$ cat config.mk
export PLATFORM = sky130hd
export DESIGN_NAME = twis_ctrl
export DESIGN_NICKNAME = d
export VERILOG_FILES = /design/src/sv/assert_macros.svh /design/src/sv/twis_pkg.sv /design/src/sv/twis_ctrl.sv
export SDC_FILE = /design/constraint.sdc
export NUM_CORES = 1
export LEC_CHECK = 0
export BUFFER_PORTS_ARGS = -buffer_cell sky130_fd_sc_hd__clkbuf_2
export CORE_AREA = 2 2 39 41
export DETAILED_ROUTE_END_ITERATION = 8
export DIE_AREA = 0 0 41 43
export PLACE_DENSITY = 0.3
export SETUP_SLACK_MARGIN = 0.4
export SLEW_MARGIN = 10
export SYNTH_ARGS = -nofsm -noshare
export SYNTH_HDL_FRONTEND = slang
export SYNTH_SLANG_ARGS = --single-unit
$ cat constraint.sdc
create_clock -name clock -period 2.2 [get_ports clock]
set_clock_uncertainty 0.05 [all_clocks]
set_input_delay 0.11 -clock clock [delete_from_list [all_inputs] [get_ports clock]]
set_output_delay 0.11 -clock clock [all_outputs]
set_load 0.05 [all_outputs]
$ cat src/sv/assert_macros.svh
// Assertion macros shared by the trie dictionary RTL.
`ifndef ASSERT_MACROS_SVH
`define ASSERT_MACROS_SVH

// Same-cycle implication, sampled on clock, off while reset is high.
`define TWIS_ASSERT_NOW(label, ante, cons) \
   label: assert property (@(posedge clock) disable iff (reset) (ante) |-> (cons)) \
      else $error("trie assertion failed");

// Next-cycle implication, sampled on clock, off while reset is high.
`define TWIS_ASSERT_NEXT(label, ante, cons) \
   label: assert property (@(posedge clock) disable iff (reset) (ante) |=> (cons)) \
      else $error("trie assertion failed");

`endif

$ cat src/sv/twis_pkg.sv
// Package: constants, beat types and controller types for the trie dictionary.
`timescale 1ns / 1ps
`default_nettype none
package twis_pkg;

   localparam int NODES    = 1024;
   localparam int ALPHABET = 26;
   localparam int SLOTS    = NODES * ALPHABET;
   localparam int NODE_W   = $clog2(NODES);
   localparam int CNT_W    = $clog2(NODES + 1);
   localparam int SLOT_W   = $clog2(SLOTS);
   localparam int LETTER_W = 5;

   localparam logic CMD_SEARCH  = 1'b0;
   localparam logic CMD_INSERT  = 1'b1;
   localparam logic STATUS_OK   = 1'b0;
   localparam logic STATUS_FULL = 1'b1;

   typedef struct packed {
      logic                cmd;
      logic [LETTER_W-1:0] letter;
      logic                last;
   } req_type;

   typedef struct packed {
      logic found;
      logic status;
   } rsp_type;

   typedef enum logic [2:0] {
      ST_CLEAR,
      ST_IDLE,
      ST_STEP,
      ST_MARK,
      ST_REPORT
   } state_type;

   typedef struct packed {
      logic clear;
      logic capture;
      logic step;
      logic mark;
      logic report;
   } ctrl_cmd_type;

   typedef struct packed {
      logic clear_done;
      logic last;
   } ctrl_sts_type;

endpackage
`default_nettype wire

$ cat src/sv/twis_ctrl.sv
// Controller state machine: clearing pass, letter step, end mark and report.
`timescale 1ns / 1ps
`default_nettype none
module twis_ctrl (
   input  logic                   clock,
   input  logic                   reset,
   input  logic                   start,
   output logic                   busy,
   output twis_pkg::ctrl_cmd_type ctrl_cmd,
   input  twis_pkg::ctrl_sts_type ctrl_sts
);

   twis_pkg::state_type state_ff;
   twis_pkg::state_type state_in;

   always_ff @(posedge clock) begin
      if (reset) begin
         state_ff <= twis_pkg::ST_CLEAR;
      end else begin
         state_ff <= state_in;
      end
   end

   always_comb begin
      state_in = state_ff;
      case (state_ff)
         twis_pkg::ST_CLEAR: begin
            if (ctrl_sts.clear_done) state_in = twis_pkg::ST_IDLE;
         end
         twis_pkg::ST_IDLE: begin
            if (start) state_in = twis_pkg::ST_STEP;
         end
         twis_pkg::ST_STEP: begin
            state_in = ctrl_sts.last ? twis_pkg::ST_MARK : twis_pkg::ST_IDLE;
         end
         twis_pkg::ST_MARK: begin
            state_in = twis_pkg::ST_REPORT;
         end
         twis_pkg::ST_REPORT: begin
            state_in = twis_pkg::ST_IDLE;
         end
         default: begin
            state_in = twis_pkg::ST_IDLE;
         end
      endcase
   end

   always_comb begin
      ctrl_cmd = '0;
      busy     = 1'b1;
      case (state_ff)
         twis_pkg::ST_CLEAR:  ctrl_cmd.clear = 1'b1;
         twis_pkg::ST_IDLE: begin
            busy             = 1'b0;
            ctrl_cmd.capture = start;
         end
         twis_pkg::ST_STEP:   ctrl_cmd.step   = 1'b1;
         twis_pkg::ST_MARK:   ctrl_cmd.mark   = 1'b1;
         twis_pkg::ST_REPORT: ctrl_cmd.report = 1'b1;
         default:             busy = 1'b1;
      endcase
   end

endmodule
`default_nettype wire

# After elaboration in Yosys (flattened, before gate mapping)
# Cells that the tools add are included.
# word_totals
output_inout_bits	6
latch_bits	0
mem_bits_ro	0
memories	0
mem_bits_rw	0
reg_bits	3
# classes
muxes	10
div	0
reduce_logical	2
mul	0
order_cmp	0
addsub	0
n_eq_ne	6
shifts	0
bitwise_logic	0
# ops
cell	count
$pmux W3 S4	1
$eq A3 B2 Y1 const B	2
$mux W1	6
$mux W3	2
$ne A2 B2 Y1 const B	2
$eq A3 B1 Y1 const B	1
$eq A3 B3 Y1 const B	1
$logic_not A3 Y1	1
$mux W2	1
$reduce_and A2 Y1	1

# Longest topological paths before layout
# depth
word_depth	3
mapped_depth	3
depth_no_buf	2

# Least setup slack after synthesis
# Ideal clock, no wire load.
# synth_timing
kind	register to output
start	register state_ff[2]
end	output ctrl_cmd[0] (netlist bit)
path_stages_with_launch	3
arrival_time_ns	1.556
path_buffers	0
setup_slack_ns	0.484
cell_sequence	dfxtp_1 > inv_1 > nor3_1
# synth_lines
item	line	text
from (decl)	twis_ctrl.sv:13	twis_pkg::state_type state_ff;
from (signal assigned)	twis_ctrl.sv:18	state_ff <= twis_pkg::ST_CLEAR;
from (signal assigned)	twis_ctrl.sv:20	state_ff <= state_in;
to (decl)	twis_ctrl.sv:9	output twis_pkg::ctrl_cmd_type ctrl_cmd,

==> run summary <==
status -> completed
Setup crit start kind -> register
Power per Cell Area -> 823 nW/um^2
CORE AREA -> 1380 sq um
root buffer cell -> clkbuf_4
sw power -> 70.7 uW
count of cell types in the netlist -> 14
Top reg by flops -> state_ff
Min-Delay Path Class -> in -> reg
kind of critical path -> reg -> out
io pins -> 11
via count -> 184
reg2reg setup slack -> 1240 ps
CP Max Fanout -> 10
first-pass GRT wire length -> 800 microns
H-Tree Level Count -> 1
initial antenna violation count -> 0
YS warnings -> 0
crit-path max cell delay -> 490 ps
clk sinks -> 3
achievable clock frequency -> 719 MHz
Worst Max-Slew Pin Slew -> 308 ps
Clk network pwr share -> 47.2%
layout cell share with drive strength beyond 1 -> 43.8%
wire per inst -> 9.21 microns
post-DP HPWL -> 332 microns
Starting Density -> 13.1%
cts hold-fix bufs -> 0
Combinational Power Share -> 22.1%
Setup Fix Bufs, Post-CTS -> 0
max FFs per register -> 3
cts repair resizes -> 0
ANT nets after route -> 0
sequential share of power -> 30.7%
die height -> 43 microns
Cell Area, Synth -> 181 sq um
count of pins over their slew limit -> 0
#FFs+latches synth -> 3
Synth top area share -> 33.1%
CTS tree -> built
largest net degree at the start of global routing -> 11
Fillers -> 172
final setup vio count -> 0
Syn Area/Cell -> 9.07 sq um
final worst path period share -> 63.2%
Iter 0 DRT Violations -> 6
Sw Share -> 33.6%
row cnt -> 14
GRT Total Usage -> 7.23%
Largest delay share family, worst path -> flip-flops
Finished Layout Cells -> 48
CP cell instances -> and3b_1, clkbuf_2
CP bufs+invs -> 1
Syn Inst Count -> 20
Area after DPL -> 229 sq um
Worst Setup End Kind -> primary output
sequential area share after synthesis -> 33.1%
crit path DAT -> 1230 ps
Leakage -> 0.000116 uW
crit path max-delay cell type -> dfxtp_1
Placer Congestion -> 0.684
Inserted Clock Buffers -> 3
top flop regs -> state_ff: 3 flops
Net count, final -> 38
worst skew pair latency -> 240 ps
Fin. Hold Viols -> 0
Setup TNS Final -> 0 ps
DRT Pass-1 Iters -> 3
Die ar. -> 1760 sq um
gr ovfl total -> 0
min cycle time layout -> 1390 ps
Int Pwr -> 139 uW
cell area after layout -> 255 sq um
Max Cap Viol -> 0
Max rail drop VDD -> 0.155 mV
antenna cells -> 0
Area growth, synth to finish -> 40.7%
vias in the first global route -> 197
clock-pin slew on the worst setup and hold paths -> 40 ps
drt via density -> 3.83
port buffer count -> 10
Post-Syn Nets -> 25
CTS Buffer Depth -> 2
area leader, netlist -> dfxtp_1
Area contributors post-synth -> dfxtp_1 (33%), buf_6 (12%), a211oi_1 (8.3%)
placed cell count -> 44
Worst slew margin -> 79.5%
DRT Wirelength -> 442 microns
DRC Markers -> 0
Critical Path RT -> 2040 ps
die width -> 41 microns
RSZ-0062 raised after global routing -> false
[cell families (layout without fill, tap and decap cells)]
| group | count (synthesis) | after routing | share of synthesized area (%) |
|---|---|---|---|
| AO/OA/AOI/OAI | 3 | 3 | 12.4 |
| flip-flops | 3 | 3 | 33.1 |
| buffers and inverters | 3 | 15 | 14.5 |
| AND/OR/NAND/NOR | 11 | 11 | 40.0 |
[synthesized netlist by cell type]
master    number
and3b_1        1
nor4_1         1
dfxtp_1        3
nor2_1         1
nor2b_1        1
nand3b_1       2
a211oi_1       2
nor3b_2        1
nor3_1         2
nand2_1        1
o21a_1         1
buf_6          2
inv_1          1
and3_1         1
[worst reg2reg max path, stage by stage, from the launching register on]
cell and delay (ps):
dfxtp_1 490, and3b_1 230, nor2b_1 130
[path summary, 6_finish.rpt]
kind                from           to  depth (start not counted)
max reg2reg  state_ff[0]  state_ff[2]                          2
min                reset  state_ff[0]                          2
max          state_ff[0]  ctrl_cmd[1]                          2
min reg2reg  state_ff[2]  state_ff[0]                          2
[through the flow]
step           hold slack (ps)  total power [uW]  util (%)  worst slack, ps
2_1_floorplan              132               105         -              484
3_3_place_gp               271               113      16.5             1040
3_5_place_dp               274               113      16.5             1030
4_1_cts                   18.5               217      18.4              769
5_1_grt                   28.8               224      18.4              673
6_report                  22.0               210      18.4              809
[final cells by class]
class / count / area [sq um] / share of cell area, %
multi-input cells: 14 / 95.1 / 37.3
clock buffers: 4 / 26.3 / 10.3
inverters: 1 / 3.75 / 1.47
repair buffers: 10 / 50.0 / 19.6
well taps: 16 / 20.0 / 7.84
flip-flops and latches: 3 / 60.1 / 23.5
[layer usage]
metal | share of wire (%) | wire length [microns] | track usage, %
met5 | 0 | 0 | 0
met4 | 4.8 | 21 | 10.0
met3 | 7.5 | 33 | 2.09
met2 | 51 | 225 | 9.69
met1 | 37 | 162 | 7.07
[cells in the final DEF, fill, tap and decap left out, drive strengths merged]
| cell | instances |
|---|---|
| and3 | 1 |
| nor2 | 1 |
| nor2b | 1 |
| nand3b | 2 |
| clkbuf | 14 |
| nor3 | 2 |
| and3b | 1 |
| inv | 1 |
| o21a | 1 |
| a211oi | 2 |
| nor4 | 1 |
| nand2 | 1 |
| nor3b | 1 |
| dfxtp | 3 |
[power by group through the flow]
stage / logic (uW) / clock network (uW) / registers, uW
floorplan: 45.0 / 0 / 59.9
global placement: 46.9 / 0 / 65.8
detailed placement: 47.1 / 0 / 65.6
CTS: 47.2 / 105 / 64.6
global route: 49.7 / 109 / 65.4
finish: 46.4 / 99.3 / 64.5
(Power assumes the default switching activity.)
